$ cat src/rtl/core/hst_pkg.sv
`timescale 1ns / 1ps

package hst_pkg;

    // Table size and queue depth defaults
    localparam int NUM_ENTRIES_DEFAULT = 16;
    localparam int QUEUE_DEPTH_DEFAULT = 2;

    // Register reset value
    localparam logic [15:0] LEAK_THRESHOLD_RESET = 16'd100;

    // Operation codes
    typedef enum logic [1:0] {
        OP_ALLOC       = 2'd0,
        OP_FREE        = 2'd1,
        OP_SNAPSHOT    = 2'd2,
        OP_RESET_STATS = 2'd3
    } op_t;

    // Result status codes
    typedef enum logic [1:0] {
        STATUS_OK        = 2'd0,
        STATUS_FULL      = 2'd1,
        STATUS_NOT_FOUND = 2'd2
    } status_t;

    // Back-end sequencer states
    typedef enum logic {
        BACK_IDLE,
        BACK_EXEC
    } back_state_t;

    // Classified item passed from front to back (entry index travels beside it)
    typedef struct packed {
        op_t         op;
        status_t     status;
        logic        is_new;
        logic [31:0] byte_count;
    } q_item_t;

    // Per-entry statistics held in the back-end memory
    typedef struct packed {
        logic [31:0] live_count;
        logic [31:0] growth_streak;
        logic        alerted;
        logic [63:0] held_bytes;
        logic [63:0] baseline_bytes;
    } stats_t;

endpackage

$ cat src/rtl/core/hst_back.sv
`timescale 1ns / 1ps

module hst_back #(
    parameter int NUM_ENTRIES = hst_pkg::NUM_ENTRIES_DEFAULT,
    parameter int IDX_W       = (NUM_ENTRIES > 1) ? $clog2(NUM_ENTRIES) : 1
) (
    input  logic              clk,
    input  logic              rst_n,
    input  logic [15:0]       leak_threshold,
    input  logic              q_empty,
    input  hst_pkg::q_item_t  q_item,
    input  logic [IDX_W-1:0]  q_idx,
    output logic              pop,
    output logic              out_valid,
    input  logic              out_stall,
    output logic [1:0]        status,
    output logic [31:0]       live_count_out,
    output logic [31:0]       live_bytes_out,
    output logic              leak_alert
);
    import hst_pkg::*;

    back_state_t state_reg;
    back_state_t state_next;

    stats_t           stats_mem [NUM_ENTRIES];
    stats_t           rd_data_reg;
    q_item_t          item_reg;
    logic [IDX_W-1:0] idx_reg;

    logic        out_valid_reg;
    logic [1:0]  status_reg;
    logic [31:0] count_out_reg;
    logic [31:0] bytes_out_reg;
    logic        alert_reg;

    logic        out_free;
    logic        finish;
    logic        mem_we;
    stats_t      cur;
    stats_t      upd;
    logic [31:0] cnt_res;
    logic [31:0] bytes_res;
    logic        alert_res;

    assign out_free = !out_valid_reg || !out_stall;

    // Sequencer next state
    always_comb
    begin
        state_next = state_reg;
        unique case (state_reg)
            BACK_IDLE:
            begin
                if (!q_empty)
                begin
                    state_next = BACK_EXEC;
                end
            end
            BACK_EXEC:
            begin
                if (out_free)
                begin
                    state_next = BACK_IDLE;
                end
            end
            default:
            begin
                state_next = BACK_IDLE;
            end
        endcase
    end

    // Sequencer outputs
    always_comb
    begin
        pop    = 1'b0;
        finish = 1'b0;
        unique case (state_reg)
            BACK_IDLE:
            begin
                pop = !q_empty;
            end
            BACK_EXEC:
            begin
                finish = out_free;
            end
            default:
            begin
                pop    = 1'b0;
                finish = 1'b0;
            end
        endcase
    end

    assign mem_we = finish && (item_reg.status == STATUS_OK);

    // Update the entry statistics for the held beat
    always_comb
    begin
        logic [64:0] sum;
        logic [31:0] thr;
        logic [31:0] streak_inc;

        cur = item_reg.is_new ? '0 : rd_data_reg;
        upd = cur;
        cnt_res   = '0;
        bytes_res = '0;
        alert_res = 1'b0;
        sum        = {1'b0, cur.held_bytes} + {33'd0, item_reg.byte_count};
        thr        = (leak_threshold == '0) ? 32'd1 : {16'd0, leak_threshold};
        streak_inc = (cur.growth_streak == '1) ? cur.growth_streak
                                               : cur.growth_streak + 32'd1;
        unique case (item_reg.op)
            OP_ALLOC:
            begin
                upd.live_count = (cur.live_count == '1) ? cur.live_count
                                                        : cur.live_count + 32'd1;
                upd.held_bytes = sum[64] ? '1 : sum[63:0];
                if (upd.held_bytes > cur.baseline_bytes)
                begin
                    upd.growth_streak = streak_inc;
                    if ((streak_inc >= thr) && !cur.alerted)
                    begin
                        upd.alerted = 1'b1;
                        alert_res   = 1'b1;
                    end
                end
                else
                begin
                    upd.growth_streak = '0;
                end
            end
            OP_FREE:
            begin
                upd.live_count = (cur.live_count == '0) ? cur.live_count
                                                        : cur.live_count - 32'd1;
                upd.held_bytes = (cur.held_bytes >= {32'd0, item_reg.byte_count})
                               ? cur.held_bytes - {32'd0, item_reg.byte_count} : '0;
                if (upd.held_bytes <= cur.baseline_bytes)
                begin
                    upd.growth_streak = '0;
                    upd.alerted       = 1'b0;
                end
            end
            OP_SNAPSHOT:
            begin
                upd.baseline_bytes = cur.held_bytes;
                upd.growth_streak  = '0;
                upd.alerted        = 1'b0;
                cnt_res            = cur.live_count;
                bytes_res          = cur.held_bytes[31:0];
            end
            OP_RESET_STATS:
            begin
                upd = '0;
            end
            default:
            begin
                upd = cur;
            end
        endcase
        if (item_reg.status != STATUS_OK)
        begin
            cnt_res   = '0;
            bytes_res = '0;
            alert_res = 1'b0;
        end
    end

    always_ff @(posedge clk or negedge rst_n)
    begin
        if (!rst_n)
        begin
            state_reg     <= BACK_IDLE;
            out_valid_reg <= 1'b0;
        end
        else
        begin
            state_reg <= state_next;
            if (finish)
            begin
                out_valid_reg <= 1'b1;
            end
            else if (!out_stall)
            begin
                out_valid_reg <= 1'b0;
            end
        end
    end

    // Take the queued beat and read its entry
    always_ff @(posedge clk)
    begin
        if (pop)
        begin
            item_reg    <= q_item;
            idx_reg     <= q_idx;
            rd_data_reg <= stats_mem[q_idx];
        end
    end

    // Write back the updated entry
    always_ff @(posedge clk)
    begin
        if (mem_we)
        begin
            stats_mem[idx_reg] <= upd;
        end
    end

    // Load the result register
    always_ff @(posedge clk)
    begin
        if (finish)
        begin
            status_reg    <= item_reg.status;
            count_out_reg <= cnt_res;
            bytes_out_reg <= bytes_res;
            alert_reg     <= alert_res;
        end
    end

    assign out_valid      = out_valid_reg;
    assign status         = status_reg;
    assign live_count_out = count_out_reg;
    assign live_bytes_out = bytes_out_reg;
    assign leak_alert     = alert_reg;

endmodule

$ cat config.mk
export PLATFORM = sky130hd
export DESIGN_NAME = hst_back
export DESIGN_NICKNAME = d
export VERILOG_FILES = /design/src/rtl/core/hst_pkg.sv /design/src/rtl/core/hst_back.sv
export SDC_FILE = /design/constraint.sdc
export NUM_CORES = 2
export LEC_CHECK = 0
export ABC_AREA = 0
export ABC_CLOCK_PERIOD_IN_PS = 26100
export BUFFER_PORTS_ARGS = -buffer_cell sky130_fd_sc_hd__buf_2
export CAP_MARGIN = 15
export CORE_ASPECT_RATIO = 1.75
export CORE_MARGIN = 4
export CORE_UTILIZATION = 43
export DETAILED_ROUTE_END_ITERATION = 7
export PLACE_DENSITY = 0.56
export SLEW_MARGIN = 20
export SYNTH_ARGS = -nofsm -noshare
export SYNTH_HDL_FRONTEND = slang
export SYNTH_SLANG_ARGS = --single-unit
$ cat constraint.sdc
create_clock -name clk -period 26.1 [get_ports clk]
set_input_delay 2.61 -clock clk [delete_from_list [all_inputs] [get_ports clk]]
set_output_delay 2.61 -clock clk [all_outputs]
set_load 0.1 [all_outputs]
==> impl_results.md <==
* Required time of the critical path at 26.65 ns
* DP Wirelength at 246000 um
* Yosys cell types at 101
* CTS buffer count at 316
* Max FFs per register at 3088
* Synth Register Bits at 3391
* Clock buffer depth at 4
* Hold/Removal Path Class: register to register
* Area share of the largest cell type after synthesis at 72.1%
* Dominant cells by area after synthesis: edfxtp_1 (72%), mux4_2 (15%), ha_1 (1.9%), nand2_1 (0.98%), nor2_1 (0.88%)
* Leakage at 51.1 nW
* Root buffer cell: clkbuf_16
* Ports at 130
* Rows at 278
* Drt via density at 6.10
* Fill cell count at 27.2k
* Startpoint class of the critical path: register
* Post-CTS Hold Buffers at 0
* Post-layout nets at 7938
* Core Area at 327000 um2
* Final wirelength at 412000 um
* Max-slew headroom at 9.98%
* Crit. End Element: register
* Most frequent cells after synthesis: edfxtp_1 (3389), mux4_2 (940), nand2_1 (370)
* GRT Total Usage at 24.3%
* Final setup viols at 0
* Peak VDD IR at 82.2 uV
* Ys flop type: edfxtp_1
* Tcrit/Tclk final at 35.5%
* Post-synth top area cell: edfxtp_1
* Worst Clk Skew at 0.0730 ns
* Setup CP Type: register to register
* Fin. max-slew vios at 0
* Setup bufs post-CTS at 0
* Initial Util at 43.1%
* Pwr dens at 85.7 nW/um2
* First-pass GRT wire length at 585000 um
* Later-pin clock latency in the skew report at 0.92 ns
* Port Buf Inserts at 129
* Max FO, Critical Path at 47
* CTS clk-pin slew, worst paths at 0.07 ns
* TritonCTS clock tree: built
* Peak Freq at 108 MHz
* Asr flop ratio synth at 0.0590%
* Die span in x at 441 um
* Die area at 338000 um2
* TritonRoute pass-1 iters at 5
* Largest net degree at the start of global routing at 102
* CTS sink count at 3391
* Final TNS setup at 0 ns
* WP data arrival at 9.82 ns
* Mapped Nets at 7645
* Area Overhead vs Synth at 12.2%
* Seq/Total Area, Yosys at 72.2%
* # Max-Cap Violations at 0
* Detailed-route DRC error count at 0
* Final Hold Viols at 0
* Post-CTS sizing at 0
* Proportion of layout cells with a drive suffix above 1 at 24.0%
* Worst Tran Pin Value at 1.35 ns
* H-tree depth at 5
* Avg WL per Cell at 33.6 um
* GPL Wtd Cong at 0.946
* Syn avg cell area at 19.1 um2
* Antenna violations before repair at 8
* Vias at 74.7k
* FF-to-FF setup slack at 16.83 ns
* Remaining global-route overflow at 0
* Status: complete, no violations
* Design Power at 13.6 mW
* Synth warn at 0
* RSZ-0062 raised after global routing: no
* Drt initial violations at 6930
* Most numerous cell in the Yosys netlist: edfxtp_1
* Vias in the first global route at 78.5k
* Mapped Cells at 7372
* Final ANT Viol Nets at 0
* Die H at 766 um
* Netlist Area Pre-Place at 141000 um2
* Number of synthesized flops with an enable pin at 3389
* Final min period at 9.27 ns
-- metrics by stage --
| stage | setup slack (ns) | hold slack, ns | utilization, % | cell area (um2) | cells |
|---|---|---|---|---|---|
| floorplan | 5.44 | 0.451 | - | 141000 | 7372 |
| global placement | 16.90 | 0.550 | 45.2 | 148000 | 11700 |
| detailed placement | 17.10 | 0.573 | 45.2 | 148000 | 11700 |
| CTS | 17.04 | 0.590 | 48.3 | 158000 | 12200 |
| global route | 16.47 | 0.618 | 48.4 | 158000 | 12200 |
| finish | 16.83 | 0.579 | 48.4 | 158000 | 12200 |
-- path summary, 6_finish.rpt --
path,endpoint,start,cells past startpoint
max,stats_mem[7][151],item_reg[32],27
min,out_valid,out_valid,2
max reg2reg,stats_mem[7][151],item_reg[32],27
min reg2reg,out_valid,out_valid,2
max in group asynchronous,state_reg,rst_n,1
min in group asynchronous,out_valid,rst_n,1
-- cell usage in the layout, fill, tap and decap left out, types with 133 or more instances in the layout --
| cell type | instances |
|---|---|
| edfxtp_1 | 3389 |
| clkbuf_16 | 324 |
| inv_1 | 133 |
| a21oi_1 | 208 |
| buf_4 | 225 |
| ha_1 | 212 |
| mux4_2 | 940 |
| nand2_1 | 368 |
| nor2_1 | 311 |
| o21ai_0 | 160 |
-- layer usage --
metal | global-route usage (%) | wire, um | vias up
li1 | - | - | 30900
met1 | 29.6 | 154000 | 40500
met2 | 43.7 | 218000 | 2597
met3 | 2.78 | 19600 | 782
met4 | 10.2 | 19800 | 4
met5 | 0 | 31 | -
-- where the power goes --
| part | internal, mW | total, mW | switching [mW] | leakage (nW) |
|---|---|---|---|---|
| sequential | 6.49 | 6.62 | 0.133 | 31.2 |
| combinational | 0.638 | 2.33 | 1.69 | 15.0 |
| clock | 2.58 | 4.61 | 2.03 | 4.92 |
| total | 9.71 | 13.6 | 3.86 | 51.1 |
-- layout make-up --
| class | count | area (um2) | share of cell area, % |
|---|---|---|---|
| antenna | 5 | 12.5 | 0.00791 |
| clock buffer | 373 | 8290 | 5.24 |
| clock inverter | 184 | 1860 | 1.17 |
| inverter | 137 | 519 | 0.328 |
| multi-input combinational | 3449 | 37600 | 23.8 |
| sequential | 3391 | 102000 | 64.3 |
| tap | 4340 | 5430 | 3.43 |
| timing repair buffer | 370 | 2680 | 1.69 |
-- cells by family after synthesis --
| family | share of synthesized area, % |
|---|---|
| AO/OA/AOI/OAI | 3.80 |
| adder cells (fa/ha/maj) | 1.88 |
| XOR/XNOR | 0.913 |
| flip-flops | 72.2 |
| buffers and inverters | 1.47 |
| AND/OR/NAND/NOR | 4.39 |
| multiplexers | 15.4 |
-- critical path, cell delays in order (launching register included) --
cell and delay (ns):
edfxtp_1 0.46, inv_6 0.18, buf_4 0.35, nand2_1 0.26, inv_1 0.10, ha_1 0.24, ha_1 0.23, nor2b_1 0.16
o311ai_0 0.39, o221ai_1 0.33, a21oi_1 0.58, a211oi_2 0.25, o21a_1 0.29, nand4_4 0.37, buf_4 0.54, o21ai_0 0.25
ha_1 0.33, nand2_1 0.07, nor3_1 0.59, nand3_1 0.22, or3_1 0.43, a31oi_1 0.22, a211oi_2 0.09, buf_4 0.23
nor2_2 0.13, buf_4 0.46, o21ai_0 0.18, a21oi_1 0.85
Power figures use the tool's default switching activity.
