**src/rtl/core/hst_pkg.sv**
```systemverilog
`timescale 1ns / 1ps

package hst_pkg;

    // Table size and queue depth defaults
    localparam int NUM_ENTRIES_DEFAULT = 16;
    localparam int QUEUE_DEPTH_DEFAULT = 2;

    // Register reset value
    localparam logic [15:0] LEAK_THRESHOLD_RESET = 16'd100;

    // Operation codes
    typedef enum logic [1:0] {
        OP_ALLOC       = 2'd0,
        OP_FREE        = 2'd1,
        OP_SNAPSHOT    = 2'd2,
        OP_RESET_STATS = 2'd3
    } op_t;

    // Result status codes
    typedef enum logic [1:0] {
        STATUS_OK        = 2'd0,
        STATUS_FULL      = 2'd1,
        STATUS_NOT_FOUND = 2'd2
    } status_t;

    // Back-end sequencer states
    typedef enum logic {
        BACK_IDLE,
        BACK_EXEC
    } back_state_t;

    // Classified item passed from front to back (entry index travels beside it)
    typedef struct packed {
        op_t         op;
        status_t     status;
        logic        is_new;
        logic [31:0] byte_count;
    } q_item_t;

    // Per-entry statistics held in the back-end memory
    typedef struct packed {
        logic [31:0] live_count;
        logic [31:0] growth_streak;
        logic        alerted;
        logic [63:0] held_bytes;
        logic [63:0] baseline_bytes;
    } stats_t;

endpackage

```
**src/rtl/core/hst_fifo.sv**
```systemverilog
`timescale 1ns / 1ps

module hst_fifo #(
    parameter int WIDTH = 8,
    parameter int DEPTH = hst_pkg::QUEUE_DEPTH_DEFAULT
) (
    input  logic             clk,
    input  logic             rst_n,
    input  logic             push,
    input  logic [WIDTH-1:0] push_data,
    input  logic             pop,
    output logic [WIDTH-1:0] pop_data,
    output logic             full,
    output logic             empty
);
    localparam int PTR_W = (DEPTH > 1) ? $clog2(DEPTH) : 1;
    localparam int CNT_W = $clog2(DEPTH + 1);

    logic [WIDTH-1:0] slot_reg [DEPTH];
    logic [PTR_W-1:0] wr_ptr_reg;
    logic [PTR_W-1:0] wr_ptr_next;
    logic [PTR_W-1:0] rd_ptr_reg;
    logic [PTR_W-1:0] rd_ptr_next;
    logic [CNT_W-1:0] count_reg;
    logic [CNT_W-1:0] count_next;

    assign full     = (count_reg == CNT_W'(DEPTH));
    assign empty    = (count_reg == '0);
    assign pop_data = slot_reg[rd_ptr_reg];

    // Advance pointers with wrap and track fill level
    always_comb
    begin
        wr_ptr_next = wr_ptr_reg;
        rd_ptr_next = rd_ptr_reg;
        count_next  = count_reg;
        if (push)
        begin
            wr_ptr_next = (wr_ptr_reg == PTR_W'(DEPTH - 1)) ? '0 : wr_ptr_reg + 1'b1;
        end
        if (pop)
        begin
            rd_ptr_next = (rd_ptr_reg == PTR_W'(DEPTH - 1)) ? '0 : rd_ptr_reg + 1'b1;
        end
        if (push && !pop)
        begin
            count_next = count_reg + 1'b1;
        end
        else if (pop && !push)
        begin
            count_next = count_reg - 1'b1;
        end
    end

    always_ff @(posedge clk or negedge rst_n)
    begin
        if (!rst_n)
        begin
            wr_ptr_reg <= '0;
            rd_ptr_reg <= '0;
            count_reg  <= '0;
        end
        else
        begin
            wr_ptr_reg <= wr_ptr_next;
            rd_ptr_reg <= rd_ptr_next;
            count_reg  <= count_next;
        end
    end

    // Store the incoming beat
    always_ff @(posedge clk)
    begin
        if (push)
        begin
            slot_reg[wr_ptr_reg] <= push_data;
        end
    end

endmodule

```
**config.mk**
```make
export PLATFORM = sky130hd
export DESIGN_NAME = hst_fifo
export DESIGN_NICKNAME = d
export VERILOG_FILES = /design/src/rtl/core/hst_pkg.sv /design/src/rtl/core/hst_fifo.sv
export SDC_FILE = /design/constraint.sdc
export NUM_CORES = 1
export LEC_CHECK = 0
export BUFFER_PORTS_ARGS = -buffer_cell sky130_fd_sc_hd__buf_2
export CORE_MARGIN = 2
export CORE_UTILIZATION = 35
export DETAILED_ROUTE_END_ITERATION = 12
export PLACE_DENSITY_LB_ADDON = 0.1
export SLEW_MARGIN = 25
export SYNTH_ARGS = -nofsm -noshare
export SYNTH_HDL_FRONTEND = slang
export SYNTH_SLANG_ARGS = --single-unit
```
**constraint.sdc**
```tcl
create_clock -name clk -period 2.8 [get_ports clk]
set_clock_uncertainty 0.1 [all_clocks]
set_input_delay 0.14 -clock clk [delete_from_list [all_inputs] [get_ports clk]]
set_output_delay 0.14 -clock clk [all_outputs]
set_load 0.005 [all_outputs]
```
==> run metrics, run 1 <==
status complete, no violations; Placement Setup Slack 1.37 ns; Die Footprint approximately 2600 µm²; num rows 16; initial antenna violation count 0; clock root buffer clkbuf_4; gpl congestion just under 0.7; largest net degree at the start of global routing 12; CP Class reg -> out; Hold Fails Final Rpt 0; gr usage total 0.107; maximum fanout along the worst path 9; placed inst area 898 µm²; syn avg cell area between 15 and 20 µm²; Routed WL per cell 11.8 µm; Pint about 0.62 mW; drt first-iter violations 8; vias in the first global route 452; layout cells sized above 1 0.447; ANT cells 0; worst hold path type in -> async; clk sinks 20; total negative slack 0 ns; Vias ~440; Area growth, synth to finish 35.6%; Max Freq around 610 MHz; core footprint between 2000 and 2500 µm²; Worst slew margin 0.550; first-pass GRT wire length between 1500 and 2000 µm; MaxCap Viol Count 0; H-tree levels 1; Top Ports 22; Gate power share 0.265; number of synthesized register bits 20; VDD IR max 0.000463 V; DRC 0; nets 90; Die Height around 51 µm; Skew-Pair Late Insertion Delay a little under 0.3 ns; pwr dens between 800 and 900 nW/µm²; total gr overflow 0; final setup margin about 1.2 ns; CP Launch Type register; crit path DAT 1.40 ns; # Post-CTS Setup Buffers 0; clock share of power 0.190; LEAKAGE ~0.43 nW; synth warn 0; IO Port Bufs 21; post-synthesis sequential area ratio 0.753; Die X-Extent 50.9 µm; Cell Area, Synth 771 µm²; max-slew violation count 0; Clock transition at path regs 0.11 ns; Crit. End Element output port; Slew @ Worst Pin ~0.67 ns; Initial Utilization 0.381; clock buffer depth 2; fin crit period around 1.6 ns; Worst Path Required roughly 2.6 ns; max reg flops 16; via/cell ratio around 4.2; design area around 1000 µm²; RSZ-0062 raised after global routing no; cts bufs inserted 3; CTS tree yes; final period utilization 0.586; syn nets 54; Finish-stage setup viols 0; Net Sw Frac 0.264; sequential share of power 0.545; synth unique cells 12; DRT Pass-1 Iters 4; Antenna Nets Post-Route 0; drt total wl between 1000 and 1500 µm; Post-Syn Instances ~40; Sw Pwr around 0.22 mW
==> path summary, 6_finish.rpt <==
path	from	end	slack [ns]	cells past startpoint
setup / recovery	rd_ptr_reg$_DFFE_PN0P_	pop_data[3]	1.16	2
hold / removal	rst_n	wr_ptr_reg$_DFFE_PN0P_	0.07	2
setup reg to reg	wr_ptr_reg$_DFFE_PN0P_	slot_reg[0][7]$_DFFE_PP_	1.38	1
hold reg to reg	wr_ptr_reg$_DFFE_PN0P_	wr_ptr_reg$_DFFE_PN0P_	0.39	1
max in group asynchronous	rst_n	count_reg[1]$_DFFE_PN0P_	2.41	2
min in group clk	wr_ptr_reg$_DFFE_PN0P_	wr_ptr_reg$_DFFE_PN0P_	0.39	1
==> through the flow <==
step                       util  total power, mW  instances  hold WS (ns)
final                     0.517            0.844        103        0.0658
after global routing      0.517            0.902        103        0.0641
after CTS                 0.517            0.859        103        0.0496
after detailed placement  0.444            0.684         88        -0.147
after global placement    0.444            0.683         88        -0.146
after floorplan               -            0.605         41        -0.256
==> logic make-up after synthesis <==
family,share of synthesized area
and+or+nand+nor,0.0374
muxes,0.117
xor gates and xnor gates,0.0568
buffers and inverters,0.0195
DFF,0.753
adders and majority gates,0.0162
==> power by group through the flow <==
stage	Sequential, mW	Combinational [mW]	Clock [mW]
final	0.460	0.224	0.160
after global routing	0.472	0.250	0.179
after CTS	0.462	0.228	0.168
after detailed placement	0.468	0.215	0
after global placement	0.468	0.216	0
after floorplan	0.437	0.168	0
==> layout make-up <==
class | count | area, µm²
well taps | 27 | 33.8
clock buffers | 4 | 36.3
fillers | 182 | 977
inverters | 1 | 3.75
flip-flops and latches | 20 | 581
repair buffers | 32 | 215
multi-input cells | 19 | 175
==> critical path, cell delays in order (launching register included) <==
cell	delay, ns
dfrtp_1	0.60
mux2_2	0.39
buf_2	0.12
==> synth_stat cells <==
cell,number,area share
dfrtp_1,4,0.13
and2b_2,1,0.011
xor2_1,4,0.045
ha_1,1,0.016
nor2_1,2,0.0097
and2_1,1,0.0081
mux2_2,8,0.12
nor2b_1,1,0.0081
buf_6,1,0.015
edfxtp_1,16,0.62
inv_1,1,0.0049
xnor2_1,1,0.011
==> layout by cell type (no fill, tap or decap) <==
cell           synthesis  routed
xnor2_1                1       1
nor2b_1                1       1
and2b_2                1       1
nor2_1                 2       2
mux2_2                 8       8
clkbuf_8               0       1
edfxtp_1              16      16
xor2_1                 4       4
dlygate4sd3_1          0      11
inv_1                  1       1
and2_1                 1       1
clkbuf_4               0       3
ha_1                   1       1
dfrtp_1                4       4
buf_2                  0      21
==> timing repair <==
item | CTS | global route
hold buffers | 11 | 0
endpoints found under the hold margin | 22 | 0
resized for setup | 0 | 0
==> metal layers <==
layer / vias to the layer above / global-route usage / part of all wire / routed length [µm]
li1: 221 / - / - / -
met1: 202 / 0.125 / 0.44 / 538
met2: 14 / 0.188 / 0.50 / 609
met3: 0 / 0.0263 / 0.054 / 65
met4: 0 / 0.0405 / 0 / 0
met5: - / 0 / 0 / 0
Note: power is estimated with default switching activity, not from simulation.
==> run 2: changes to the inputs <==
clock period = 1.36 ns   (was 2.8 ns; I/O delays follow)
==> run metrics, run 2 (synthesis results as in run 1) <==
Gate power share 0.382 (+0.117); Die Height 50.9 µm (unchanged); drt first-iter violations 4 (-4); ANT cells 0 (unchanged); max-slew violation count 0 (unchanged); fin crit period approximately 1.4 ns; initial antenna violation count 0 (unchanged); DRT Pass-1 Iters 2 (-2); Max Freq 690 MHz; gpl congestion 0.640 (-6.9%); final setup margin -0.0895 ns (-1.25 ns); failing checks negative setup slack; layout cells sized above 1 0.494 (+0.0466); worst hold endpoint rd_ptr_reg$_DFFE_PN0P_; clock buffer depth 2 (unchanged); Routed WL per cell 11.2 µm (-4.7%); Slew @ Worst Pin 0.212 ns (-0.461 ns); CP Class reg -> out; IO Port Bufs 21 (unchanged); Hold WS 0.381 ns (+0.315 ns); clock share of power 0.166 (-0.024); Worst R2R Start wr_ptr_reg$_DFFE_PN0P_; first-pass GRT wire length 2060 µm (+3.8%); Worst R2R End slot_reg[0][7]$_DFFE_PP_; FF-to-FF setup slack 0.27 ns (-1.11 ns); CTS tree yes; metal3 WL 49 µm (-25%); commonest cells after routing, fill and taps aside buf_2 (16), edfxtp_1 (16), dlygate4sd3_1 (12), buf_6 (7); Area growth, synth to finish 49.8%; DRC 0 (unchanged); total gr overflow 0 (unchanged); maximum fanout along the worst path 4 (-5); M1 WL 583 µm (+8.4%); routed wl met2 603 µm (-0.99%); core footprint 2020 µm² (unchanged); MaxCap Viol Count 0 (unchanged); Antenna Nets Post-Route 0 (unchanged); post-DP HPWL approximately 770 µm; Worst slew margin 0.858 (+0.308); CP Launch Type register; sequential share of power 0.452 (-0.093); final period utilization 1.07; drt total wl 1240 µm (+1.8%); Net Sw Frac 0.259 (-0.00478); LEAKAGE 0.490 nW (+15%); top routing layer used met3; Hold Fails Final Rpt 0 (unchanged); nets 97 (+7.8%); clock root buffer clkbuf_4; Sw Pwr 0.522 mW (+130%); max reg flops 16 (unchanged); Pint 1.50 mW (+140%); Die X-Extent 50.9 µm (unchanged); total power 2.02 mW (+140%); VDD IR max 0.000976 V (+110%); status finished, violations left; Skew-Pair Late Insertion Delay 0.29 ns (about the same); crit path DAT 1.28 ns (-0.12 ns); Vias 456 (+4.3%); RSZ-0062 raised after global routing yes; hold depth 3; Placement Setup Slack 0.117 ns (-1.25 ns); H-tree levels 1 (unchanged); pwr dens 1750 nW/µm² (+120%); cts bufs inserted 3 (unchanged); gr usage total 0.110 (+0.00294); largest net degree at the start of global routing 12 (unchanged); worst hold path type in -> reg; Finish-stage setup viols 8 (+8); Top Ports 22 (unchanged); Crit. End Element output port; Register-to-Register Path Depth 2 (+1); via/cell ratio 4.15 (-2.3%); clk sinks 20 (unchanged); num rows 16 (unchanged); Die Footprint 2590 µm² (unchanged); Worst Path Required 1.19 ns (-1.37 ns); Filler cells 173 (-4.9%); Initial Utilization 0.381 (unchanged); vias in the first global route 472 (+4.4%); launch point of the worst hold path pop; Clock transition at path regs 0.11 ns (about the same)
run 2: changes by cell type in the layout (fill, tap and decap cells not counted), sizes merged:
cell / change
buf: +6
dlygate4sd3: +1
run 2: critical path, cell delays in order (launching register included):
cell     delay (ns)
dfrtp_2        0.44
buf_6          0.14
mux2_4         0.30
buf_6          0.11
run 2: metrics by stage:
step,instance area [µm²],instances,setup TNS [ns],utilization
after floorplan,771,41,0,-
after global placement,913,90,0,0.452
after detailed placement,913,90,0,0.452
after CTS,1110,110,-0.644,0.548
after global routing,1150,110,-1.06,0.571
final,1150,110,-0.635,0.571
run 2: repair_timing:
action,in CTS,in global routing
setup buffers,4,0
gates resized for setup,4,9
setup endpoints to repair,8,8
endpoints found under the hold margin,22,0
hold buffers,12,0
run 2: power by group through the flow:
stage,sequential (mW),combinational [mW],clock (mW)
after floorplan,0.899,0.347,0
after global placement,0.960,0.474,0
after detailed placement,0.959,0.480,0
after CTS,0.911,0.663,0.350
after global routing,0.941,0.844,0.370
final,0.913,0.771,0.335
run 2: cell type report:
cell class | instances | area, µm² | area share
Multi-Input combinational cell | 19 | 190 | 0.165
Clock buffer | 4 | 36.3 | 0.0314
Timing Repair Buffer | 39 | 309 | 0.268
Inverter | 1 | 3.75 | 0.00325
Sequential cell | 20 | 582 | 0.504
Tap cell | 27 | 33.8 | 0.0293
run 2: worst max path at each step:
stage                      startpoint                  endpoint  slack (ns)  cells after the start
3_5_place_dp   rd_ptr_reg$_DFFE_PN0P_               pop_data[0]        0.12                      2
6_report       rd_ptr_reg$_DFFE_PN0P_               pop_data[0]       -0.09                      3
4_1_cts        rd_ptr_reg$_DFFE_PN0P_               pop_data[0]       -0.09                      3
5_1_grt        rd_ptr_reg$_DFFE_PN0P_               pop_data[4]       -0.14                      3
2_1_floorplan  wr_ptr_reg$_DFFE_PN0P_  slot_reg[0][0]$_DFFE_PP_         0.1                      1
3_3_place_gp   rd_ptr_reg$_DFFE_PN0P_               pop_data[0]        0.13                      2
run 2: layer usage:
layer / global-route usage / vias to the layer above
li1: - / 232
met1: 0.136 / 210
met2: 0.177 / 14
met3: 0.0292 / 0
met4: 0.0541 / 0
met5: 0 / -
