### config.mk
export PLATFORM = sky130hd
export DESIGN_NAME = hst_front
export DESIGN_NICKNAME = d
export VERILOG_FILES = /design/src/rtl/core/hst_pkg.sv /design/src/rtl/core/hst_front.sv
export SDC_FILE = /design/constraint.sdc
export NUM_CORES = 1
export LEC_CHECK = 0
export BUFFER_PORTS_ARGS = -buffer_cell sky130_fd_sc_hd__buf_2
export CAP_MARGIN = 15
export CORE_MARGIN = 2
export CORE_UTILIZATION = 30
export CTS_CLUSTER_SIZE = 10
export DETAILED_ROUTE_END_ITERATION = 6
export GPL_TIMING_DRIVEN = 0
export PLACE_DENSITY = 0.52
export SLEW_MARGIN = 10
export SYNTH_ARGS = -nofsm -noshare
export SYNTH_HDL_FRONTEND = slang
export SYNTH_SLANG_ARGS = --single-unit
### constraint.sdc
create_clock -name clk -period 8.45 [get_ports clk]
set_clock_uncertainty 0.2 [all_clocks]
set_input_delay 2.1125 -clock clk [delete_from_list [all_inputs] [get_ports clk]]
set_output_delay 2.1125 -clock clk [all_outputs]
set_load 0.01 [all_outputs]
### src/rtl/core/hst_pkg.sv
`timescale 1ns / 1ps

package hst_pkg;

    // Table size and queue depth defaults
    localparam int NUM_ENTRIES_DEFAULT = 16;
    localparam int QUEUE_DEPTH_DEFAULT = 2;

    // Register reset value
    localparam logic [15:0] LEAK_THRESHOLD_RESET = 16'd100;

    // Operation codes
    typedef enum logic [1:0] {
        OP_ALLOC       = 2'd0,
        OP_FREE        = 2'd1,
        OP_SNAPSHOT    = 2'd2,
        OP_RESET_STATS = 2'd3
    } op_t;

    // Result status codes
    typedef enum logic [1:0] {
        STATUS_OK        = 2'd0,
        STATUS_FULL      = 2'd1,
        STATUS_NOT_FOUND = 2'd2
    } status_t;

    // Back-end sequencer states
    typedef enum logic {
        BACK_IDLE,
        BACK_EXEC
    } back_state_t;

    // Classified item passed from front to back (entry index travels beside it)
    typedef struct packed {
        op_t         op;
        status_t     status;
        logic        is_new;
        logic [31:0] byte_count;
    } q_item_t;

    // Per-entry statistics held in the back-end memory
    typedef struct packed {
        logic [31:0] live_count;
        logic [31:0] growth_streak;
        logic        alerted;
        logic [63:0] held_bytes;
        logic [63:0] baseline_bytes;
    } stats_t;

endpackage

### src/rtl/core/hst_front.sv
`timescale 1ns / 1ps

module hst_front #(
    parameter int NUM_ENTRIES = hst_pkg::NUM_ENTRIES_DEFAULT,
    parameter int IDX_W       = (NUM_ENTRIES > 1) ? $clog2(NUM_ENTRIES) : 1
) (
    input  logic              clk,
    input  logic              rst_n,
    input  logic              in_valid,
    input  logic              q_full,
    input  logic [1:0]        op,
    input  logic [31:0]       client_id,
    input  logic [31:0]       byte_count,
    output logic              push,
    output hst_pkg::q_item_t  item,
    output logic [IDX_W-1:0]  item_idx
);
    import hst_pkg::*;

    logic [NUM_ENTRIES-1:0] valid_reg;
    logic [31:0]            key_reg [NUM_ENTRIES];

    logic             hit;
    logic [IDX_W-1:0] hit_idx;
    logic             free_found;
    logic [IDX_W-1:0] free_idx;
    logic             claim;
    op_t              op_in;

    assign op_in = op_t'(op);
    assign push  = in_valid && !q_full;

    // Match the id against all registered keys, lowest index wins
    always_comb
    begin
        hit     = 1'b0;
        hit_idx = '0;
        for (int i = NUM_ENTRIES - 1; i >= 0; i--)
        begin
            if (valid_reg[i] && (key_reg[i] == client_id))
            begin
                hit     = 1'b1;
                hit_idx = IDX_W'(i);
            end
        end
    end

    // Find the lowest free entry
    always_comb
    begin
        free_found = 1'b0;
        free_idx   = '0;
        for (int i = NUM_ENTRIES - 1; i >= 0; i--)
        begin
            if (!valid_reg[i])
            begin
                free_found = 1'b1;
                free_idx   = IDX_W'(i);
            end
        end
    end

    // Classify the beat and pick the entry it works on
    always_comb
    begin
        claim           = 1'b0;
        item.op         = op_in;
        item.byte_count = byte_count;
        item.is_new     = 1'b0;
        item.status     = STATUS_OK;
        item_idx        = hit_idx;
        if (!hit)
        begin
            if (op_in == OP_ALLOC)
            begin
                if (free_found)
                begin
                    claim       = 1'b1;
                    item.is_new = 1'b1;
                    item_idx    = free_idx;
                end
                else
                begin
                    item.status = STATUS_FULL;
                end
            end
            else
            begin
                item.status = STATUS_NOT_FOUND;
            end
        end
    end

    // Mark a claimed entry valid
    always_ff @(posedge clk or negedge rst_n)
    begin
        if (!rst_n)
        begin
            valid_reg <= '0;
        end
        else if (push && claim)
        begin
            valid_reg[free_idx] <= 1'b1;
        end
    end

    // Record the key of a claimed entry
    always_ff @(posedge clk)
    begin
        if (push && claim)
        begin
            key_reg[free_idx] <= client_id;
        end
    end

endmodule

==> results of run 1 <==
==> routing by layer <==
| layer | GRT usage [%] | share of wire, % | up-vias |
|---|---|---|---|
| li1 | - | - | 6636 |
| met1 | 29.9 | 43 | 8124 |
| met2 | 34.3 | 45 | 930 |
| met3 | 3.49 | 8.6 | 176 |
| met4 | 7.72 | 3.7 | 2 |
| met5 | 0 | 0.020 | - |
==> worst max-delay path by stage <==
stage,startpoint,to,slack (ns)
final,client_id[30],item[32],0.11
after global routing,client_id[24],item[32],0.03
after CTS,client_id[1],item_idx[0],0.08
after global placement,client_id[28],key_reg[14][19]$_DFFE_PP_,-3.66
after floorplan,client_id[28],key_reg[10][0]$_DFFE_PP_,0.77
after detailed placement,client_id[7],item_idx[1],-0.50
==> Yosys cell counts, types with 5 or more instances <==
cell type,instances
o21ai_0,8
nand3_1,30
nor2_1,20
nor4b_1,17
xnor2_1,208
edfxtp_1,512
buf_2,22
nand4b_1,16
o41ai_1,5
inv_1,14
xor2_1,300
and2_1,6
or4_1,8
nor3_1,28
buf_6,17
buf_4,62
nand4_1,104
nand2b_1,8
dfrtp_1,16
nor4_1,150
a31oi_1,6
nand2_1,51
nor2b_1,5
or3b_2,5
==> power breakdown <==
part           switching [mW]  internal, mW
sequential             0.0187          2.90
clock                    1.03          1.34
combinational           0.445         0.169
total                    1.49          4.42
==> metrics by stage <==
step / setup TNS, ns / instance area, µm² / hold WS [ns] / std cells
floorplan: 0 / 24200 / 0.280 / 1670
global placement: -942.24 / 26000 / 0.359 / 2809
detailed placement: -1.36 / 26400 / 0.374 / 2855
CTS: 0 / 28200 / 0.390 / 2948
global route: 0 / 28200 / 0.424 / 2943
finish: 0 / 28200 / 0.407 / 2944
==> cell families after synthesis <==
group / Yosys count / share of synthesized area [%]
xor gates and xnor gates: 508 / 18.4
and+or+nand+nor: 462 / 11.5
buffers and inverters: 120 / 3.50
DFF: 528 / 65.1
AOI/OAI and AO/OA: 52 / 1.57
==> layout make-up <==
cell class	instances	area, µm²	share of cell area (%)
Clock inverter	4	30.0	0.107
Timing Repair Buffer	126	831	2.95
Multi-Input combinational cell	1022	7720	27.4
Clock buffer	89	1670	5.94
Buffer	99	773	2.74
Tap cell	1060	1330	4.71
Antenna cell	1	2.50	0.00888
Inverter	15	56.3	0.200
Sequential cell	528	15800	56.0
==> repair_timing <==
item / 4_1_cts / 5_1_grt
resized for setup: 26 / 9
pin swaps: 0 / 1
setup endpoints to repair: 4 / 3
==> out/results.txt, run 1 <==
Status - complete, no violations
Register area share after synthesis - 65.1%
# hold bufs at CTS - 0
DR DRC count - 0
Area Overhead vs Synth - 16.2%
Worst min-delay path endpoint - valid_reg[1]$_DFFE_PN0P_
EDFF count, synth - 512
WP data required - 6.14 ns
Post-synth top area share - 63.4%
Io pins - 112
Total chip power - 5.91 mW
Worst skew pair latency - 0.64 ns
Port bufs - 79
Layout cells sized above 1 - 17.1%
Worst reg-to-reg path cell count - 11
WP buf/inv - 6
CP max stage delay - 0.56 ns
Hold Startpoint - valid_reg[1]$_DFFE_PN0P_
Worst flop-to-flop path endpoint - key_reg[6][31]$_DFFE_PP_
WL final - 89.2 mm
Critical Path End Type - output pin
Flop-to-flop setup slack - 4.08 ns
Vias per cell - 5.39
Number of library cell types mapped by synthesis - 55
Post-synth ARST share - 3.03%
Clock Sinks - 528
Starting density of the core - 30.2%
Hpwl dp - 55.6 mm
Slowest CP cell - nor4_4
Most frequent cells in the layout - edfxtp_1 (512), xor2_1 (300), xnor2_1 (208)
Yosys top cell by area - edfxtp_1
Max Cap Viol - 0
Max VDD drop - 167 µV
Worst r2r src - key_reg[13][28]$_DFFE_PP_
PD cells - 210 nW/µm²
Yosys warns - 0
Syn Inst Count - 1670
Final hold violation count - 0
Final setup vio count - 0
Cell chain of the critical path - buf_2, buf_2, buf_4, xnor2_1, nand4b_1, or4_1, nand4b_1, nor4_4, nand2_1, buf_2, a21oi_1, buf_4, buf_2
Die area - 83100 µm²
Crit-path max FO - 17
Postcts setup bufs - 0
Static leakage - 9.13 nW
Global-route wire length before repair - 123 mm
Drt first pass iters - 5
# nets final - 1922
Worst slew margin - 29.0%
Hold Crit Class - reg2reg
DR vias - 15900
Root Buffer Master - clkbuf_16
Overflow after GRT - 0
Hold path depth - 1
Mapped cell area - 24200 µm²
Post-route minimum period - 8.34 ns
GRT Total Usage - 21.6%
CP delay by family, top - buffers and inverters
Slew @ Worst Pin - 1.05 ns
Worst path depth - 13
Clock transition at path regs - 0.06 ns
Critical path class - in2out
Filler cell count - 7706
Final-report max-slew violation count - 0
Clk buf depth - 3
Vias in the first global route - 15500
Dpl ws - -0.503 ns
Synthesized flop and latch total - 528
H-tree lvl count - 2
RSZ-0062 raised after global routing - false
Arrival time at the worst endpoint - 6.03 ns
Ranking of synthesized cells by area - edfxtp_1 (63%), xor2_1 (11%), xnor2_1 (7.5%), nor4_1 (3.9%), nand4_1 (2.7%)
Cell Rows - 104
Part of the cycle the worst path needs - 98.7%
Peak Freq - 0.120 GHz
Worst path most repeated cell - buf_2
Num CTS Buffers - 60
CTS tree - built
Largest net degree at the start of global routing - 33
Post-Syn Nets - 1740
Commonest non-fill, non-tap cell in the layout - edfxtp_1
CP Launch Type - primary input
Avg WL per Cell - 30.3 µm
Core box area - 80300 µm²
Chip width - 288 µm
Height of the die - 288 µm
Ys flop type - edfxtp_1
Fin util - 35.1%
Initial antenna violation count - 9
DRT iter0 DRCs - 1859
Antenna viol nets, final - 0
Max reg flops - 512
Final worst setup slack - 0.112 ns
Syn_area_per_cell - 14.5 µm²
RePlAce Congestion - 0.911
(Power assumes the default switching activity.)
==> run 2, diff against run 1 <==
HOLD_SLACK_MARGIN = 0.03   (was default)
MAX_ROUTING_LAYER = met4   (was default)
==> run 2 against run 1 <==
Compared with the run above: maximum frequency fell by 0.98%; register-to-register slack got worse by 0.19 ns; combinational power barely moved; sequential share of layout area barely moved; worst setup slack lost 0.082 ns; largest cell class unchanged.
==> out/results.txt, run 2 (synthesis gave the netlist of run 1 again) <==
Status - complete, no violations
Height of the die - 288 µm (unchanged)
Critical Path End Type - output pin
Crit-path max FO - 17 (unchanged)
PD cells - 210 nW/µm² (+0.38%)
Initial antenna violation count - 6 (-3)
# nets final - 1922 (unchanged)
Clock Sinks - 528 (unchanged)
Cell Rows - 104 (unchanged)
Worst skew pair latency - 0.65 ns (about the same)
Multi-input gate area in the final layout - 7710 µm² (about the same)
Max reg flops - 512 (unchanged)
Port bufs - 79 (unchanged)
GRT Total Usage - 22.5% (+0.86 points)
Max Cap Viol - 0 (unchanged)
Vias in the first global route - 15100 (-2.7%)
Total chip power - 5.93 mW (+0.37%)
Overflow after GRT - 0 (unchanged)
Largest net degree at the start of global routing - 33 (unchanged)
Arrival time at the worst endpoint - 6.11 ns (+0.08 ns)
Dpl ws - -0.574 ns (-0.0702 ns)
Global-route wire length before repair - 124 mm (+0.50%)
Final-report max-slew violation count - 0 (unchanged)
Register area - 15800 µm² (unchanged)
Static leakage - 9.12 nW (-0.14%)
WP data required - 6.14 ns (about the same)
Fin util - 35.1% (about the same)
Final worst setup slack - 0.0295 ns (-0.0822 ns)
Hpwl dp - 55.7 mm (+0.20%)
Placed insts - 2854 (-0.035%)
CP Launch Type - primary input
# hold bufs at CTS - 0 (unchanged)
Hold Crit Class - reg2reg
Cell area after layout - 28200 µm² (about the same)
DR vias - 15900 (+0.050%)
Slowest CP cell - nor4_4
Worst slew margin - 20.8% (-8.3 points)
Area Overhead vs Synth - 16.2% (about the same)
Clk buf depth - 3 (unchanged)
DRT iter0 DRCs - 2039 (+9.7%)
Clock transition at path regs - 0.05 ns (about the same)
DR DRC count - 0 (unchanged)
RePlAce Congestion - 0.911 (about the same)
Starting density of the core - 30.2% (unchanged)
Layout cells sized above 1 - 16.8% (-0.34 points)
Num CTS Buffers - 60 (unchanged)
Die area - 83100 µm² (unchanged)
Finished Layout Cells - 2960 (+0.54%)
Max VDD drop - 165 µV (-1.4%)
Critical path class - in2out
Vias per cell - 5.36 (-0.49%)
Avg WL per Cell - 30.5 µm (+0.79%)
WL final - 90.4 mm (+1.3%)
Io pins - 112 (unchanged)
Peak Freq - 0.119 GHz (-0.98%)
Final setup vio count - 0 (unchanged)
Post-route minimum period - 8.42 ns (+0.0822 ns)
Chip width - 288 µm (unchanged)
CTS tree - built
Slew @ Worst Pin - 1.18 ns (+0.122 ns)
Most frequent cells in the layout - edfxtp_1 (512), xor2_1 (300), xnor2_1 (208)
CP max stage delay - 0.56 ns (about the same)
Cell chain of the critical path - buf_4, buf_2, buf_4, xnor2_1, nand4_1, nor4_1, nand3_1, nand4_1, nor4_4, nand2_1, buf_2, a21oi_1, buf_4, buf_2
Antenna viol nets, final - 0 (unchanged)
Part of the cycle the worst path needs - 99.7% (+0.97 points)
Post-placement cell area - 26400 µm² (about the same)
Hold Worst Slack - 0.393 ns (-0.0140 ns)
Filler cell count - 7750 (+0.57%)
H-tree lvl count - 2 (unchanged)
Drt first pass iters - 5 (unchanged)
Final hold violation count - 0 (unchanged)
Commonest non-fill, non-tap cell in the layout - edfxtp_1
Root Buffer Master - clkbuf_16
RSZ-0062 raised after global routing - false
Setup_tns - 0 ns (unchanged)
Core box area - 80300 µm² (unchanged)
run 2: changes by cell type in the layout (fill, tap and decap cells not counted), moves of 2 or more:
| cell | before | now |
|---|---|---|
| clkbuf_16 | 62 | 60 |
| clkbuf_1 | 27 | 45 |
| clkbuf_8 | 2 | 0 |
| buf_4 | 119 | 113 |
| buf_6 | 25 | 23 |
| clkbuf_4 | 7 | 14 |
| diode_2 | 1 | 3 |
run 2: final timing paths:
| check | depth (start not counted) | startpoint | end | slack [ns] |
|---|---|---|---|---|
| max in group asynchronous | 1 | rst_n | valid_reg[1]$_DFFE_PN0P_ | 6.53 |
| worst max register to register | 13 | key_reg[10][29]$_DFFE_PP_ | key_reg[3][10]$_DFFE_PP_ | 3.89 |
| worst max-delay path | 14 | client_id[27] | item[32] | 0.03 |
| worst min register to register | 1 | valid_reg[1]$_DFFE_PN0P_ | valid_reg[1]$_DFFE_PN0P_ | 0.39 |
| worst min-delay path | 1 | valid_reg[1]$_DFFE_PN0P_ | valid_reg[1]$_DFFE_PN0P_ | 0.39 |
| min in group asynchronous | 1 | rst_n | valid_reg[15]$_DFFE_PN0P_ | 1.20 |
run 2: final cells by class:
cell class                 instances  area share, %
clock inverter                     4          0.178
clock buffer                     103           5.90
multi-input combinational       1022           27.4
buffer                           101           2.77
sequential                       528           56.0
tap                             1060           4.71
timing repair buffer             124           2.89
inverter                          15          0.200
antenna                            3         0.0266
run 2: repair_timing:
action	4_1_cts	5_1_grt
endpoints found under the setup margin	4	3
setup buffers	0	0
gates resized for setup	19	16
run 2: routing by layer:
layer | part of all wire, % | GRT usage (%) | vias up
met5 | 0 | - | -
met4 | 3.0 | 6.49 | 0
met3 | 7.2 | 2.71 | 136
met2 | 46 | 35.0 | 811
met1 | 44 | 30.9 | 8269
li1 | - | - | 6660
run 2: worst max-delay path: cells and delay by family:
kind            cells  cell delay [ns]
compound gates      1             0.33
xor+xnor            1             0.15
buf+inv             6             1.84
simple gates        6             1.62
run 2: power breakdown:
group / switching [mW] / internal [mW]
Sequential: 0.0195 / 2.90
Combinational: 0.448 / 0.168
Clock: 1.07 / 1.32
Total: 1.53 / 4.40
==> run 3, diff against run 2 <==
CTS_BUF_LIST = sky130_fd_sc_hd__clkbuf_16   (was default)
==> run 3 against run 2 <==
Compared with the run above: maximum frequency is 0.60% higher; non-clock buffer count unchanged; largest cell class unchanged; global-route usage about the same.
==> out/results.txt, run 3 (synthesis gave the netlist of run 1 again) <==
Starting density of the core - 30.2% (unchanged)
Vias in the first global route - 15100 (-0.10%)
Max VDD drop - 165 µV (+0.17%)
# nets final - 1922 (unchanged)
Sw frac - 26.1% (+0.19 points)
Most frequent cells in the layout - edfxtp_1 (512), xor2_1 (300), xnor2_1 (208)
Post-route minimum period - 8.37 ns (-0.0499 ns)
GRT Total Usage - 22.5% (about the same)
CTS tree - built
Avg WL per Cell - 30.5 µm (about the same)
DR vias - 15900 (-0.10%)
Cell area after layout - 28200 µm² (unchanged)
Overflow after GRT - 0 (unchanged)
Status - complete, no violations
Postcts setup bufs - 0 (unchanged)
Largest net degree at the start of global routing - 33 (unchanged)
Worst min-delay path endpoint - valid_reg[1]$_DFFE_PN0P_
Clock transition at path regs - 0.05 ns (about the same)
Fin util - 35.1% (unchanged)
Max reg flops - 512 (unchanged)
Clock power frac - 39.7% (-0.6 points)
CP Launch Type - primary input
WL final - 90.3 mm (about the same)
Hold path depth - 1 (unchanged)
Clock Sinks - 528 (unchanged)
Filler cell count - 7748 (-0.026%)
H-tree lvl count - 2 (unchanged)
Drt first pass iters - 7 (+2)
Critical Path End Type - output pin
Arrival time at the worst endpoint - 6.06 ns (-0.05 ns)
Slew @ Worst Pin - 1.16 ns (-0.0162 ns)
Cell Rows - 104 (unchanged)
Peak Freq - 0.119 GHz (+0.60%)
Slowest CP cell - nor4_4
Root Buffer Master - clkbuf_16
Crit-path max FO - 17 (unchanged)
Worst skew pair latency - 0.65 ns (about the same)
Cell chain of the critical path - buf_4, buf_2, buf_4, xnor2_1, nand4_1, nor4_1, nand3_1, nand4_1, nor4_4, nand2_1, buf_2, a21oi_1, buf_4, buf_2
Max Cap Viol - 0 (unchanged)
Combinational power share - 10.5% (about the same)
WP buf/inv - 6 (unchanged)
Final setup vio count - 0 (unchanged)
Flop pwr share - 49.8% (+0.5 points)
CP max stage delay - 0.56 ns (about the same)
Finished Layout Cells - 2960 (unchanged)
Antenna viol nets, final - 0 (unchanged)
Die area - 83100 µm² (unchanged)
Num CTS Buffers - 60 (unchanged)
RSZ-0062 raised after global routing - false
Chip width - 288 µm (unchanged)
Worst slew margin - 21.9% (+1.1 points)
DRT iter0 DRCs - 2091 (+2.6%)
Area Overhead vs Synth - 16.2% (unchanged)
Height of the die - 288 µm (unchanged)
Worst r2r src - key_reg[10][29]$_DFFE_PP_
# hold bufs at CTS - 0 (unchanged)
Commonest non-fill, non-tap cell in the layout - edfxtp_1
Port bufs - 79 (unchanged)
Internal power - 4.34 mW (-1.2%)
DR DRC count - 0 (unchanged)
Part of the cycle the worst path needs - 99.1% (-0.59 points)
Flop-to-flop setup slack - 3.92 ns (+0.03 ns)
Global-route wire length before repair - 124 mm (about the same)
Hpwl dp - 55.7 mm (unchanged)
Clk buf depth - 3 (unchanged)
Static leakage - 9.30 nW (+2.0%)
Worst flop-to-flop path endpoint - key_reg[3][10]$_DFFE_PP_
Final hold violation count - 0 (unchanged)
Placed insts - 2854 (unchanged)
CP delay by family, top - buffers and inverters
Worst reg-to-reg path cell count - 13 (unchanged)
Post-placement cell area - 26400 µm² (unchanged)
Io pins - 112 (unchanged)
Initial antenna violation count - 6 (unchanged)
Vias per cell - 5.36 (-0.10%)
Final-report max-slew violation count - 0 (unchanged)
WP data required - 6.14 ns (about the same)
RePlAce Congestion - 0.911 (unchanged)
P_sw - 1.53 mW (-0.20%)
Critical path class - in2out
Hold Startpoint - valid_reg[1]$_DFFE_PN0P_
Layout cells sized above 1 - 16.8% (unchanged)
Core box area - 80300 µm² (unchanged)
Hold Crit Class - reg2reg
PD cells - 208 nW/µm² (-0.95%)
run 3: cell types whose count changed in the layout (fill, tap and decap cells not counted), sizes merged:
cell    delta
clkbuf    -43
inv       +43
run 3: metrics by stage:
| step | setup WS (ns) | setup TNS, ns | power (mW) | hold slack (ns) |
|---|---|---|---|---|
| global placement | -3.34 | -927.92 | 3.58 | 0.372 |
| floorplan | 0.773 | 0 | 3.29 | 0.280 |
| detailed placement | -0.574 | -1.17 | 3.59 | 0.376 |
| finish | 0.0794 | 0 | 5.87 | 0.389 |
| CTS | 0.0157 | 0 | 5.90 | 0.394 |
| global route | 0.0141 | 0 | 6.02 | 0.417 |
run 3: layer usage:
metal	track usage, %	wire (µm)
met1	30.9	38900
met5	-	0
met4	6.61	2690
met3	2.73	7240
met2	34.9	41500
run 3: timing repair:
action | CTS | global route
endpoints found under the hold margin | 0 | 0
endpoints found under the setup margin | 4 | 3
resized for setup | 19 | 16
run 3: area by class of cell:
class | instances | area [µm²] | area share, %
flip-flops and latches | 528 | 15800 | 56.0
multi-input cells | 1022 | 7710 | 27.4
clock buffers | 60 | 1500 | 5.33
well taps | 1060 | 1330 | 4.71
repair buffers | 124 | 815 | 2.89
plain buffers | 101 | 779 | 2.77
clock inverters | 47 | 211 | 0.750
inverters | 15 | 56.3 | 0.200
diodes | 3 | 7.51 | 0.0266
run 3: power by group through the flow:
stage	Combinational [mW]	Sequential (mW)	Clock, mW
floorplan	0.319	2.97	0
global placement	0.595	2.98	0
detailed placement	0.609	2.98	0
CTS	0.614	2.92	2.36
global route	0.648	2.93	2.45
finish	0.616	2.92	2.33
run 3: how the worst max path moves through the flow:
stage                             start                        end  cells past startpoint
after global placement    client_id[28]  key_reg[14][26]$_DFFE_PP_                     12
after detailed placement  client_id[21]                item_idx[1]                     13
after global routing      client_id[18]                   item[32]                     14
final                     client_id[27]                   item[32]                     14
after floorplan           client_id[28]   key_reg[10][0]$_DFFE_PP_                     11
after CTS                 client_id[15]                item_idx[0]                     13
run 3: worst register-to-register path, cell delays in order (launching register included):
cell and delay, ns:
edfxtp_1 0.39, xor2_1 0.38, nor4_1 0.11, nand4_1 0.11, or4_1 0.33, nand4_1 0.24, nor4_4 0.56, nand2_1 0.22
buf_2 0.28, nor4_2 0.48, buf_4 0.27, buf_2 0.25, buf_4 0.22, buf_4 0.20
